<file path="src/design/krt_pkg.sv">
// Shared types and codes for the keyed record table.
`default_nettype none

package krt_pkg;

	// Command codes carried on the input tuser
	typedef enum logic [2:0] {
		CMD_INSERT      = 3'd0,
		CMD_FIND_KEY    = 3'd1,
		CMD_FIND_NAME   = 3'd2,
		CMD_FIND_COURSE = 3'd3,
		CMD_DELETE      = 3'd4,
		CMD_UPDATE      = 3'd5
	} cmd_e;

	// Result status codes carried on the output tuser
	localparam logic [1:0] ST_OK        = 2'd0;
	localparam logic [1:0] ST_NOT_FOUND = 2'd1;
	localparam logic [1:0] ST_FULL      = 2'd2;

	// Width of a cell position; covers table depths up to 64
	localparam int POS_W = 6;

	// One stored record
	typedef struct packed {
		logic signed [31:0] key;
		logic [63:0]        name;
		logic [63:0]        course;
	} rec_t;

	// Per-cycle operation applied to the whole chain of cells
	typedef enum logic [1:0] {
		OP_HOLD,
		OP_ROTATE,
		OP_SHIFT_DN,
		OP_SHIFT_UP
	} chain_op_e;

	typedef struct packed {
		chain_op_e          op;
		logic [POS_W-1:0]   pos;
		logic               mod_en;
	} chain_ctl_t;

	typedef enum logic [1:0] {
		S_IDLE,
		S_DISPATCH,
		S_SCAN,
		S_FINISH
	} state_e;

endpackage

`default_nettype wire

</file>
<file path="src/design/krt_cell.sv">
// One record cell of the chain: holds, or takes from a neighbour.
`default_nettype none

module krt_cell
	import krt_pkg::*;
#(
	parameter int IDX = 0
) (
	input  wire logic       clk,
	input  wire chain_ctl_t ctl,
	input  wire rec_t       prev_rec,
	input  wire rec_t       next_rec,
	output rec_t            rec
);

	localparam logic [POS_W-1:0] IDX_POS = POS_W'(IDX);

	rec_t rec_q;

	// Take the neighbour's record as the chain operation asks
	always_ff @(posedge clk) begin
		case (ctl.op)
			OP_ROTATE:   rec_q <= next_rec;
			OP_SHIFT_DN: rec_q <= prev_rec;
			OP_SHIFT_UP: begin
				if (IDX_POS >= ctl.pos) begin
					rec_q <= next_rec;
				end
			end
			default: ;
		endcase
	end

	assign rec = rec_q;

endmodule

`default_nettype wire

</file>
<file path="config.mk">
export PLATFORM = sky130hd
export DESIGN_NAME = krt_cell
export DESIGN_NICKNAME = d
export VERILOG_FILES = /design/src/design/krt_pkg.sv /design/src/design/krt_cell.sv
export SDC_FILE = /design/constraint.sdc
export NUM_CORES = 1
export LEC_CHECK = 0
export ABC_AREA = 1
export ABC_CLOCK_PERIOD_IN_PS = 13250
export BUFFER_PORTS_ARGS = -buffer_cell sky130_fd_sc_hd__clkbuf_2
export CAP_MARGIN = 30
export CORE_AREA = 4 4 191 193
export CTS_CLUSTER_SIZE = 12
export DETAILED_ROUTE_END_ITERATION = 6
export DIE_AREA = 0 0 195 197
export PLACE_DENSITY_LB_ADDON = 0.1
export SYNTH_ARGS = -nofsm -noshare
export SYNTH_HDL_FRONTEND = slang
export SYNTH_SLANG_ARGS = --single-unit
export TNS_END_PERCENT = 1
</file>
<file path="constraint.sdc">
create_clock -name clk -period 13.25 [get_ports clk]
set_clock_uncertainty 0.1 [all_clocks]
set_input_delay 2.65 -clock clk [delete_from_list [all_inputs] [get_ports clk]]
set_output_delay 2.65 -clock clk [all_outputs]
set_load 0.02 [all_outputs]
</file>
## Yosys cells after proc, flatten, opt, wreduce, memory -nomap -nowiden

Cells that the tools add are included.

- Flip-flop bits (word level): 160
- Output and inout port bits: 160

- Magnitude comparators: 1
- Equality and inequality tests: 4
- Multiplexer cells: 2
- Reductions and logical operators: 2

Operator list:

| cell | number |
|---|---|
| $pmux 160 s3 | 1 |
| $mux 160 | 1 |
| $ge 1x6->1 const A | 1 |
| $eq 2x2->1 const B | 2 |
| $reduce_bool 3->1 | 1 |
| $eq 2x1->1 const B | 1 |
| $ne 2x2->1 const B | 1 |
| $reduce_and 2->1 | 1 |

## Logic depth before layout (Yosys ltp)

- Depth after elaboration: 3
- Mapped depth: 6

## Worst setup path after synthesis

Ideal clock, no wire load.

- Kind: in2reg
- Start point: input port ctl[7] (netlist bit)
- End point: register rec_q, in the netlist rec[0] (enable)
- Library setup time: 0.527 ns
- Arrival time: 6.593 ns
- Setup slack: 6.031 ns
- Stages on the path: 4
- Path buffers: 0
- Path through: inv_1 > ha_1 > or2_2 > nand2_1

- Word-level cells in the longest chain between the ends: 3
- Elaborated cells between the ends (all ways): 6
- Classes of those cells: eq/ne: 4; reduce/logical: 2

RTL lines:

| item | RTL line | source |
|---|---|---|
| start: declaration | krt_cell.sv:10 | `input wire chain_ctl_t ctl,` |
| $eq 2x2->1 / $eq 2x1->1 (equally long branches) | krt_cell.sv:22 | `case (ctl.op)` |
| $ne 2x2->1 (no line) / $reduce_bool 3->1 (equally long branches) | n/a |  |
| $reduce_and 2->1 (no line) (*) | n/a |  |
| end signal: assignment | krt_cell.sv:23 | `OP_ROTATE: rec_q <= next_rec;` |
| end signal: assignment | krt_cell.sv:24 | `OP_SHIFT_DN: rec_q <= prev_rec;` |
| end signal: assignment | krt_cell.sv:27 | `rec_q <= next_rec;` |
| end: declaration | krt_cell.sv:18 | `rec_t rec_q;` |

Mark *: on every way between the ends. The rest lies on a longest branch, timed or not.
A chain may end at the register's enable or synchronous reset.

## Worst setup path in the final report

- Start point: input port ctl[7] (netlist bit)
- End point: register rec_q, in the netlist rec[134] (enable)

The elaborated chain is that of the path after synthesis.

==> impl_metrics.yaml <==
run_status:
  status: "complete, no violations"
grt:
  grt_pass1_wl_mm: 36.5
  gr-total-overflow: 0
  grt_max_degree: 114
  grt_pass1_vias: 6170
  antenna_found_initial: 0
  track_usage: 0.126
worst_setup_path:
  crit_required_ns: 13.20
  arrival_ns: 4.59
  endpoint_kind: "flip-flop"
  crit_type: "in -> reg"
  critPathMaxFanout: 68
  start_kind: "primary input"
clock_tree:
  cts.path.max_buffers: 2
  postCtsHoldBufs: 0
  cts_tree: "done"
  cts_buffers: 17
  cts_setup_buffers: 0
  htree_levels: 4
  cts_resized: 0
  clock_sinks: 160
  clk_pin_slew_ns: 0.07
  cts-root-buf: "clkbuf_16"
routing:
  first_iter_violations: 166
  avgViaCountPerCell: 3.70
  post-route-drc-count: 0
  wl_per_cell_um: 15.2
  ant_nets: 0
  drt_pass1_iterations: 4
  vias: 6055
  drt_wl_total_mm: 24.9
place:
  dp_cells: 1604
  port_buffers: 488
  dp_hpwl_mm: 19.6
  dpl_cell_area_um2: 9960
  place.gp.congestion: 0.795
pwr:
  vdd_drop_max_mv: 0.0851
  p_per_area_nw_per_um2: 137
  total_power_w: 0.00145
  p_leak_nw: 5.20
cells_and_area:
  largest_register_ffs: 160
  fillerInstances: 3780
  final-seq-area_um2: 4800
  fin_nets: 1501
  syn_to_final_growth_pct: 49.5
  insertedDiodeCount: 0
  multi_input_area_um2: 1480
  drive_gt1_frac: 0.444
  final_area_um2: 10600
  fin_cells: 1637
synth:
  syn_inst: 691
  syn_avg_cell_area_um2: 10.2
  synth_area_leaders: "edfxtp_1 68%, o21ai_0 11%, inv_1 8.8%"
  yosysSeqAreaShare: 0.679
  ys_seq_elements: 160
  synth_top_cell_by_area: "edfxtp_1"
  synth_nets: 1023
  yosysWarnings: 0
  syn_area_um2: 7070
  synth.distinct_cells: 10
  synth_top_area_share: 0.679
sta:
  period_share: 0.350
  rsz0062_at_grt: "false"
  report.final.setup_viol: 0
  drv_slew: 0
  finalSetupTns_ns: 0
  maxSlewHeadroom: 0.371
  worstMarginPinSlew_ns: 0.943
  hold_viol_final: 0
  max_freq_mhz: 215
  min_period_ns: 4.64
floorplanning:
  rows: 68
  die-area_um2: 38400
  dieWidth_um: 195
  start_util: 0.205
  die_h_um: 197
  io_pins: 490
  core-area_um2: 34500
worst_hold_path:
  min_path_type: "in -> reg"
flow_run:
  maxCapViolCount: 0
-- metrics by stage --
| stage | setup WS, ns | util | hold WS, ns |
|---|---|---|---|
| final | 8.61 | 0.306 | 2.39 |
| after global routing | 8.47 | 0.306 | 2.36 |
| after floorplan | 6.03 | - | 2.74 |
| after global placement | 7.77 | 0.288 | 2.83 |
| after CTS | 8.23 | 0.305 | 2.35 |
| after detailed placement | 7.74 | 0.288 | 2.83 |
-- cell usage in the layout, fill, tap and decap left out, drive strengths merged --
cell      Yosys  routed
clkbuf        2     506
inv         166     169
nand2       165     165
o21ai       160     160
edfxtp      160     160
buf          33       6
clkinv        0       5
clkinvlp      0       3
bufinv        0       3
nor2          2       2
ha            2       2
or2           1       1
-- per-layer routing --
| metal | vias up | share of wire | track usage | wire, um |
|---|---|---|---|---|
| li1 | 3170 | - | - | - |
| met5 | - | 0 | 0 | 0 |
| met2 | 254 | 0.53 | 0.229 | 13200 |
| met3 | 17 | 0.089 | 0.0475 | 2210 |
| met1 | 2614 | 0.37 | 0.135 | 9150 |
| met4 | 0 | 0.014 | 0.0390 | 340 |
-- report_power, final --
group          leakage (nW)  internal (W)  total, W  switching [W]
clock                 0.280      0.000296  0.000507       0.000211
combinational          3.40     0.0000948  0.000284       0.000189
sequential             1.52      0.000642  0.000660      0.0000176
total                  5.20       0.00103   0.00145       0.000418
-- cell type report --
class / count / share of cell area
clock buffer: 18 / 0.0406
tap: 455 / 0.0538
multi-input combinational: 330 / 0.140
timing repair buffer: 494 / 0.237
sequential: 160 / 0.454
inverter: 166 / 0.0589
clock inverter: 14 / 0.0155
-- kinds of logic after synthesis --
group,count (synthesis),synth area share
AO/OA/AOI/OAI,160,0.113
adder cells (fa/ha/maj),2,0.00354
buffers and inverters,201,0.115
flip-flops,160,0.679
AND/OR/NAND/NOR,168,0.0895
-- worst max-delay path: stages --
cell and delay (ns):
clkbuf_2 0.09, inv_1 0.09, ha_4 0.20, or2_2 0.31, nand2_4 0.38, buf_4 0.81
-- synth_stat cells --
cell	number
nor2_1	2
ha_1	2
edfxtp_1	160
clkbuf_1	2
buf_4	6
or2_2	1
buf_2	27
o21ai_0	160
nand2_1	165
inv_1	166
-- path summary, 6_finish.rpt --
| kind | start | end | slack [ns] | cells past startpoint |
|---|---|---|---|---|
| worst max-delay path | ctl[7] | rec[134] | 8.61 | 6 |
| worst min-delay path | prev_rec[89] | rec[89] | 2.39 | 3 |
Power figures use the tool's default switching activity.
