File: config.mk
export PLATFORM = sky130hd
export DESIGN_NAME = krt_ctrl
export DESIGN_NICKNAME = d
export VERILOG_FILES = /design/src/design/krt_pkg.sv /design/src/design/krt_ctrl.sv
export SDC_FILE = /design/constraint.sdc
export NUM_CORES = 1
export LEC_CHECK = 0
export ABC_AREA = 1
export BUFFER_PORTS_ARGS = -buffer_cell sky130_fd_sc_hd__buf_2
export CAP_MARGIN = 20
export CORE_AREA = 2 2 258 260
export DETAILED_ROUTE_END_ITERATION = 8
export DIE_AREA = 0 0 260 262
export GPL_TIMING_DRIVEN = 0
export PLACE_DENSITY = 0.68
export SLEW_MARGIN = 20
export SYNTH_ARGS = -nofsm -noshare
export SYNTH_HDL_FRONTEND = slang
export SYNTH_SLANG_ARGS = --single-unit
File: constraint.sdc
create_clock -name clk -period 14.1 [get_ports clk]
set_clock_uncertainty 0.1 [all_clocks]
set_input_delay 0.705 -clock clk [delete_from_list [all_inputs] [get_ports clk]]
set_output_delay 0.705 -clock clk [all_outputs]
set_load 0.01 [all_outputs]
File: src/design/krt_pkg.sv
// Shared types and codes for the keyed record table.
`default_nettype none

package krt_pkg;

	// Command codes carried on the input tuser
	typedef enum logic [2:0] {
		CMD_INSERT      = 3'd0,
		CMD_FIND_KEY    = 3'd1,
		CMD_FIND_NAME   = 3'd2,
		CMD_FIND_COURSE = 3'd3,
		CMD_DELETE      = 3'd4,
		CMD_UPDATE      = 3'd5
	} cmd_e;

	// Result status codes carried on the output tuser
	localparam logic [1:0] ST_OK        = 2'd0;
	localparam logic [1:0] ST_NOT_FOUND = 2'd1;
	localparam logic [1:0] ST_FULL      = 2'd2;

	// Width of a cell position; covers table depths up to 64
	localparam int POS_W = 6;

	// One stored record
	typedef struct packed {
		logic signed [31:0] key;
		logic [63:0]        name;
		logic [63:0]        course;
	} rec_t;

	// Per-cycle operation applied to the whole chain of cells
	typedef enum logic [1:0] {
		OP_HOLD,
		OP_ROTATE,
		OP_SHIFT_DN,
		OP_SHIFT_UP
	} chain_op_e;

	typedef struct packed {
		chain_op_e          op;
		logic [POS_W-1:0]   pos;
		logic               mod_en;
	} chain_ctl_t;

	typedef enum logic [1:0] {
		S_IDLE,
		S_DISPATCH,
		S_SCAN,
		S_FINISH
	} state_e;

endpackage

`default_nettype wire

File: src/design/krt_ctrl.sv
// Command sequencer: accepts commands, steers the chain, builds results.
`default_nettype none

module krt_ctrl
	import krt_pkg::*;
#(
	parameter int TABLE_DEPTH = 16,
	parameter int NAME_BYTES  = 8,
	parameter int CNT_W       = 5
) (
	input  wire logic             clk,
	input  wire logic             arst_n,
	// command side
	input  wire logic             s_valid,
	output logic                  s_ready,
	input  wire logic [2:0]       s_cmd,
	input  wire rec_t             s_rec,
	// chain side
	input  wire rec_t             head_rec,
	output chain_ctl_t            ctl,
	output rec_t                  new_rec,
	// result side
	output logic                  m_valid,
	input  wire logic             m_ready,
	output logic [1:0]            m_status,
	output rec_t                  m_rec,
	output logic                  m_last,
	output logic [CNT_W-1:0]      m_count
);

	localparam int          SW        = (TABLE_DEPTH > 1) ? $clog2(TABLE_DEPTH) : 1;
	localparam logic [63:0] TEXT_MASK = (NAME_BYTES >= 8) ? {64{1'b1}} :
		((64'd1 << (8 * NAME_BYTES)) - 64'd1);

	state_e            state_q, state_d;
	logic [2:0]        cmd_q;
	rec_t              new_rec_q;
	logic [SW-1:0]     step_q;
	logic [CNT_W-1:0]  cnt_q, cnt_d;
	logic              stage_v_q;
	rec_t              stage_q;
	logic [POS_W-1:0]  pos_q;
	logic              out_v_q;
	logic [1:0]        out_status_q;
	rec_t              out_rec_q;
	logic              out_last_q;
	logic [CNT_W-1:0]  out_cnt_q;

	logic              out_free, is_key_cmd, head_live, hit, scan_last, full;
	logic              step_adv;
	logic              emit, emit_last;
	logic [1:0]        emit_status;
	rec_t              emit_rec;

	// Head compare and scan bookkeeping
	always_comb begin
		out_free   = !out_v_q || m_ready;
		is_key_cmd = (cmd_q == CMD_FIND_KEY) || (cmd_q == CMD_DELETE) ||
			(cmd_q == CMD_UPDATE);
		head_live  = CNT_W'(step_q) < cnt_q;
		scan_last  = step_q == SW'(TABLE_DEPTH - 1);
		full       = cnt_q == CNT_W'(TABLE_DEPTH);
		if (is_key_cmd) begin
			hit = head_live && !stage_v_q && (head_rec.key == new_rec_q.key);
		end else if (cmd_q == CMD_FIND_NAME) begin
			hit = head_live && (head_rec.name == new_rec_q.name);
		end else begin
			hit = head_live && (head_rec.course == new_rec_q.course);
		end
		step_adv = (state_q == S_SCAN) && out_free;
	end

	// Next state
	always_comb begin
		state_d = state_q;
		case (state_q)
			S_IDLE: begin
				if (s_valid) state_d = S_DISPATCH;
			end
			S_DISPATCH: begin
				case (cmd_q)
					CMD_FIND_KEY, CMD_FIND_NAME, CMD_FIND_COURSE,
					CMD_DELETE, CMD_UPDATE: state_d = S_SCAN;
					default: begin
						if (out_free) state_d = S_IDLE;
					end
				endcase
			end
			S_SCAN: begin
				if (out_free && scan_last) state_d = S_FINISH;
			end
			S_FINISH: begin
				if (out_free) state_d = S_IDLE;
			end
			default: state_d = S_IDLE;
		endcase
	end

	// Outputs: chain operation, result to emit, next count
	always_comb begin
		s_ready     = state_q == S_IDLE;
		ctl.op      = OP_HOLD;
		ctl.pos     = pos_q;
		ctl.mod_en  = 1'b0;
		emit        = 1'b0;
		emit_status = ST_OK;
		emit_rec    = '0;
		emit_last   = 1'b1;
		cnt_d       = cnt_q;
		case (state_q)
			S_DISPATCH: begin
				case (cmd_q)
					CMD_INSERT: begin
						emit = out_free;
						if (full) begin
							emit_status = ST_FULL;
						end else begin
							emit_rec = new_rec_q;
							if (out_free) begin
								ctl.op = OP_SHIFT_DN;
								cnt_d  = cnt_q + 1'b1;
							end
						end
					end
					CMD_FIND_KEY, CMD_FIND_NAME, CMD_FIND_COURSE,
					CMD_DELETE, CMD_UPDATE: ;
					default: begin
						emit        = out_free;
						emit_status = ST_NOT_FOUND;
					end
				endcase
			end
			S_SCAN: begin
				if (out_free) begin
					ctl.op     = OP_ROTATE;
					ctl.mod_en = hit && (cmd_q == CMD_UPDATE);
					// a new text match pushes the held one out
					if (hit && !is_key_cmd && stage_v_q) begin
						emit      = 1'b1;
						emit_rec  = stage_q;
						emit_last = 1'b0;
					end
				end
			end
			S_FINISH: begin
				if (out_free) begin
					emit = 1'b1;
					if (stage_v_q) begin
						emit_rec = stage_q;
						if (cmd_q == CMD_DELETE) begin
							ctl.op = OP_SHIFT_UP;
							cnt_d  = cnt_q - 1'b1;
						end
					end else begin
						emit_status = ST_NOT_FOUND;
					end
				end
			end
			default: ;
		endcase
	end

	// Control registers
	always_ff @(posedge clk or negedge arst_n) begin
		if (!arst_n) begin
			state_q   <= S_IDLE;
			cnt_q     <= '0;
			out_v_q   <= 1'b0;
			stage_v_q <= 1'b0;
		end else begin
			state_q <= state_d;
			cnt_q   <= cnt_d;
			if (emit) begin
				out_v_q <= 1'b1;
			end else if (m_ready) begin
				out_v_q <= 1'b0;
			end
			if (state_q == S_DISPATCH) begin
				stage_v_q <= 1'b0;
			end else if (step_adv && hit) begin
				stage_v_q <= 1'b1;
			end
		end
	end

	// Command, scan and result payload
	always_ff @(posedge clk) begin
		if (s_ready && s_valid) begin
			cmd_q            <= s_cmd;
			new_rec_q.key    <= s_rec.key;
			new_rec_q.name   <= s_rec.name & TEXT_MASK;
			new_rec_q.course <= s_rec.course & TEXT_MASK;
		end
		if (state_q == S_DISPATCH) begin
			step_q <= '0;
		end else if (step_adv) begin
			step_q <= step_q + 1'b1;
		end
		if (step_adv && hit) begin
			pos_q <= POS_W'(step_q);
			if (cmd_q == CMD_UPDATE) begin
				stage_q <= '{key: head_rec.key, name: new_rec_q.name,
					course: new_rec_q.course};
			end else begin
				stage_q <= head_rec;
			end
		end
		if (emit) begin
			out_status_q <= emit_status;
			out_rec_q    <= emit_rec;
			out_last_q   <= emit_last;
			out_cnt_q    <= cnt_d;
		end
	end

	assign new_rec  = new_rec_q;
	assign m_valid  = out_v_q;
	assign m_status = out_status_q;
	assign m_rec    = out_rec_q;
	assign m_last   = out_last_q;
	assign m_count  = out_cnt_q;

endmodule

`default_nettype wire

Word-level counts from Yosys, hierarchy flattened

Cells that the tools add are included.

Add/sub/neg operators: 3
Order comparisons: 1
Eq/ne operators: 15
Multiplexer cells: 47
Reductions and logical operators: 24

Operators by type and width:

| cell                                             | count |
|---|---|
| two-way mux 160 bit                              | 6 |
| one-hot mux 160 bit (3 select lines)             | 1 |
| == test 64 bit                                   | 2 |
| two-way mux 128 bit                              | 1 |
| == test 32 bit                                   | 1 |
| two-way mux 5 bit                                | 6 |
| two-way mux 2 bit                                | 11 |
| two-way mux 1 bit                                | 16 |
| logical AND 1 bit                                | 11 |
| one-hot mux 5 bit (2 select lines)               | 1 |
| one-hot mux 2 bit (2 select lines)               | 2 |
| one-hot mux 2 bit (4 select lines)               | 1 |
| == test 3 x 2 -> 1 bit, second input constant    | 2 |
| == test 3 bit, second input constant             | 2 |
| one-hot mux 2 bit (3 select lines)               | 1 |
| adder 5 x 1 -> 5 bit, second input constant      | 1 |
| == test 5 bit, second input constant             | 1 |
| < comparator 4 x 5 -> 1 bit                      | 1 |
| OR reduction 5 bit                               | 1 |
| subtractor 5 x 1 -> 5 bit, second input constant | 1 |
| adder 4 x 1 -> 4 bit, second input constant      | 1 |
| == test 2 bit, second input constant             | 2 |
| == test 4 bit, second input constant             | 1 |
| AND reduction 2 bit                              | 2 |
| other kinds (10)                                 | 15 |

Register bits: 508
Input bits: 327
Output and inout bits: 339
Word-level logic and storage cells: 109

Logic depth before layout (Yosys ltp)

Depth in word-level cells: 10
Gate-level depth with buffers: 16
Mapped depth without buffers: 14

Worst setup path after synthesis

No wires, ideal clock.

Path kind: input -> register
Start: input s_valid
End: register cmd_q[0] (enable)
Arrival time: 11,710 ps
Setup slack: 1,404 ps
Stages on the path: 2
Buffers on the path: 0
Cells stage by stage: inv_1 nor3_1

Cells in the longest elaborated chain, start to end: 1

Ends and longest elaborated chain:

| item                 | RTL line        | source |
|---|---|---|
| from (decl)          | krt_ctrl.sv:14  | `input wire logic s_valid,` |
| logical AND 1 bit    | krt_ctrl.sv:188 | `if (s_ready && s_valid) begin` |
| to (signal assigned) | krt_ctrl.sv:189 | `cmd_q <= s_cmd;` |
| to (decl)            | krt_ctrl.sv:36  | `logic [2:0] cmd_q;` |

Every way passes these cells.
A chain may end at the register's enable or synchronous reset.

==> load_flow_metrics.sql <==
INSERT INTO impl_metrics (metric_group, metric, value, unit) VALUES
('setup_path', 'worst_path_required_time', '13.30', 'ns'),
('logic_synthesis', 'synth.most_common_cell', 'nand2_1', ''),
('clock_network', 'clkTransAtPathRegs', '0.06', 'ns'),
('detailed_routing', 'drc_violations', '0', ''),
('timing', 'fmax', '0.2414', 'GHz'),
('die', 'initial_utilization', '34.11', '%'),
('logic_synthesis', 'synth_area_per_cell', '10.87', 'um2'),
('power_and_ir_drop', 'power.static_leakage', '12.98', 'nW'),
('detailed_routing', 'antenna_violating_nets_post_route', '0', ''),
('logic_synthesis', 'synthTopCellsByArea', 'edfxtp_1 (67%), nand2_1 (12%), nand3_1 (4.0%), inv_1 (3.2%), mux2_2 (2.6%)', ''),
('placed_design', 'post-place-cells', '3601', ''),
('logic_synthesis', 'synth_simple_gate_area_share', '18.61', '%'),
('die', 'top_level_ports', '666', ''),
('logic_synthesis', 'post_synth_fa_ha_maj_area_fraction', '0.3372', '%'),
('die', 'placement_rows', '94', ''),
('placed_design', 'dp_hpwl', '59.77', 'mm'),
('logic_synthesis', 'synth_top_area_share', '66.77', '%'),
('logic_synthesis', 'synth_compound_gate_area_share', '2.580', '%'),
('status', 'status', 'finished clean', ''),
('timing', 'final.min_clock_period', '4.143', 'ns'),
('power_and_ir_drop', 'vdd_ir_drop_max', '0.00009623', 'V'),
('logic_synthesis', 'main_combinational_cell_family_by_area_after_synthesis', 'simple AND/OR/NAND/NOR gates', ''),
('logic_synthesis', 'yosysTopAreaCell', 'edfxtp_1', ''),
('setup_path', 'worst-r2r-cell-count', '15', ''),
('die', 'dieArea', '68120', 'um2'),
('logic_synthesis', 'sequential_area_share_after_synthesis', '68.14', '%'),
('global_route', 'antenna_found_initial', '16', ''),
('setup_path', 'timing.rr.start', 'new_rec[32]$_DFFE_PP_', ''),
('cells_and_area', 'nNetsFinal', '3129', ''),
('detailed_routing', 'detailedRoute.firstPassIterationCount', '6', ''),
('power_and_ir_drop', 'design_power_total', '4.949', 'mW'),
('timing', 'rsz0062_at_grt', 'false', ''),
('clock_network', 'cts_resized', '0', ''),
('timing', 'final_number_of_max_transition_violations', '0', ''),
('timing', 'slew-limit-headroom', '24.86', '%'),
('clock_network', 'tritoncts_clock_tree', 'done', ''),
('cells_and_area', 'layout.cells.non_filler', '3711', ''),
('clock_network', 'cts.htree.levels', '2', ''),
('timing', 'timing.hold.ws', '0.1597', 'ns'),
('placed_design', 'post-place-ws', '9.779', 'ns'),
('power_and_ir_drop', 'power_per_cell_area', '171.7', 'nW/um2'),
('setup_path', 'critPathLaunchType', 'flop', ''),
('logic_synthesis', 'synth-xor-area-share', '2.715', '%'),
('detailed_routing', 'wl_per_cell', '21.50', 'um'),
('global_route', 'overflow', '0', ''),
('clock_network', 'worstSkewPairLatency', '0.62', 'ns'),
('die', 'fp.coreArea', '65280', 'um2'),
('logic_synthesis', 'synth-edff-count', '495', ''),
('timing', 'worst_slew_pin_slew', '1.127', 'ns'),
('global_route', 'global_route_wire_length_before_repair', '110.7', 'mm'),
('logic_synthesis', 'synthDistinctLibCells', '36', ''),
('die', 'dieHeight', '262', 'um'),
('detailed_routing', 'routed_wl', '79.77', 'mm'),
('clock_network', 'clock-root-buffer', 'clkbuf_16', ''),
('setup_path', 'critical_path.reg2reg.endpoint', 'stage_q[38]$_DFFE_PP_', ''),
('cells_and_area', 'share_of_cells_above_drive_strength_1', '30.66', '%'),
('detailed_routing', 'routed_via_density', '4.799', ''),
('logic_synthesis', 'ys_dominant_reg_cell', 'edfxtp_1', ''),
('logic_synthesis', 'synthesis.area', '22260', 'um2'),
('global_route', 'via_count_of_the_first_global_routing_pass', '16735', ''),
('detailed_routing', 'first_iter_violations', '1493', ''),
('global_route', 'global_route.usage.total', '22.39', '%'),
('worst_hold_path', 'hold_class', 'primary input to flop', ''),
('clock_network', 'cts_buffer_depth', '3', ''),
('cells_and_area', 'synthToLayoutAreaGrowth', '29.46', '%'),
('logic_synthesis', 'yosys_warnings', '0', ''),
('timing', 'finalHoldViolCount', '0', ''),
('setup_path', 'worst-endpoint-arrival', '3.34', 'ns'),
('setup_path', 'setup.worst_path.end_class', 'output port', ''),
('setup_path', 'critical_path.max_fanout', '4', ''),
('clock_network', 'tritoncts.num_buffers', '56', '');
[stage by stage]
step	instance area, um2	utilization, %
after floorplan	22270	-
after global placement	26670	40.85
after detailed placement	26980	41.34
after CTS	28800	44.12
after global routing	28810	44.14
final	28820	44.15
[cells by family after synthesis]
family                     count (synthesis)
and+or+nand+nor                         1031
DFF                                      508
buffers and inverters                    276
AOI/OAI and AO/OA                        107
xor gates and xnor gates                  69
muxes                                     51
adders and majority gates                  6
other                                      1
[worst max-delay path, stage by stage, from the launching register on]
cell and delay [ns]:
edfxtp_1 0.51, inv_1 0.09, nand2_1 0.06, nand2_1 0.07, nor2_1 0.34, nand2_1 0.13
nor2_1 0.29, nand2_1 0.09, nor2_1 0.10, nand2_1 0.18, nand2_1 0.15, nand3_1 0.12
nand2_1 0.10, nand2_1 0.16, nor2_1 0.15, buf_2 0.19
[how the worst max path moves through the flow]
| stage | start | endpoint | slack [ns] | cells after the start |
|---|---|---|---|---|
| 2_1_floorplan | s_valid | cmd_q[0]$_DFFE_PP_ | 1.40 | 2 |
| 3_3_place_gp | s_valid | new_rec[13]$_DFFE_PP_ | -4.11 | 3 |
| 3_5_place_dp | head_rec[33] | stage_q[13]$_DFFE_PP_ | 9.78 | 14 |
| 4_1_cts | new_rec[32]$_DFFE_PP_ | ctl[0] | 9.79 | 15 |
| 5_1_grt | new_rec[32]$_DFFE_PP_ | ctl[0] | 9.58 | 15 |
| 6_report | new_rec[32]$_DFFE_PP_ | ctl[0] | 9.96 | 15 |
[cell type report]
class                           instances  area [um2]
Fill cell                            6145       36460
Sequential cell                       508       15170
Multi-Input combinational cell       1266        5995
Timing Repair Buffer                  688        3623
Clock buffer                           63        1449
Tap cell                              864        1081
Inverter                              199       754.5
Buffer                                 77       370.4
Clock inverter                         37       355.3
Antenna cell                            9       22.52
[layer usage]
layer | routed length, um | track usage, % | up-vias
met3 | 6181 | 4.745 | 159
met2 | 39410 | 38.41 | 783
li1 | - | - | 8351
met1 | 31650 | 28.14 | 8504
met5 | 84 | 0 | -
met4 | 2451 | 7.487 | 12
[state kept, by name, indices dropped and copies added (netlist names), 2 cells and up]
signal and count:
cmd_q 3, cnt_q 5, m_count 5, m_rec 160
m_status 2, new_rec 160, pos_q 4, stage_q 160
state_q 2, step_q 4
[power breakdown]
part / total (mW) / switching [mW] / internal (mW) / leakage (nW)
clock network: 1.47 / 0.628 / 0.846 / 0.880
logic: 1.27 / 0.861 / 0.410 / 7.34
registers: 2.20 / 0.173 / 2.03 / 4.76
total: 4.95 / 1.66 / 3.29 / 13.0
[layout by cell type, fill, tap and decap left out, types with 4 or more instances in the layout]
master | netlist | final
ha_1 | 6 | 6
nor3_1 | 8 | 7
inv_1 | 189 | 188
a21oi_1 | 4 | 4
clkinv_1 | 1 | 11
xnor2_1 | 9 | 9
nand2_1 | 712 | 711
nand4_1 | 8 | 8
diode_2 | 0 | 9
dfxtp_1 | 4 | 4
dfrtp_1 | 9 | 9
clkinvlp_4 | 0 | 4
buf_2 | 11 | 674
buf_4 | 13 | 28
o22ai_1 | 4 | 4
bufinv_16 | 0 | 6
xor2_1 | 60 | 60
nor2_1 | 117 | 116
edfxtp_1 | 495 | 495
o21ai_0 | 88 | 88
inv_2 | 9 | 9
nand3_1 | 177 | 177
buf_16 | 0 | 4
clkbuf_1 | 48 | 54
or2_2 | 7 | 7
clkinv_2 | 0 | 11
mux2_2 | 51 | 51
clkbuf_16 | 0 | 57
[timing repair]
action / CTS / global route
buffers inserted: 0 / 0
endpoints found under the setup margin: 0 / 0
hold buffers: 1 / 0
hold endpoints to repair: 9 / 0
No activity file was read; power rests on OpenSTA's default activity.
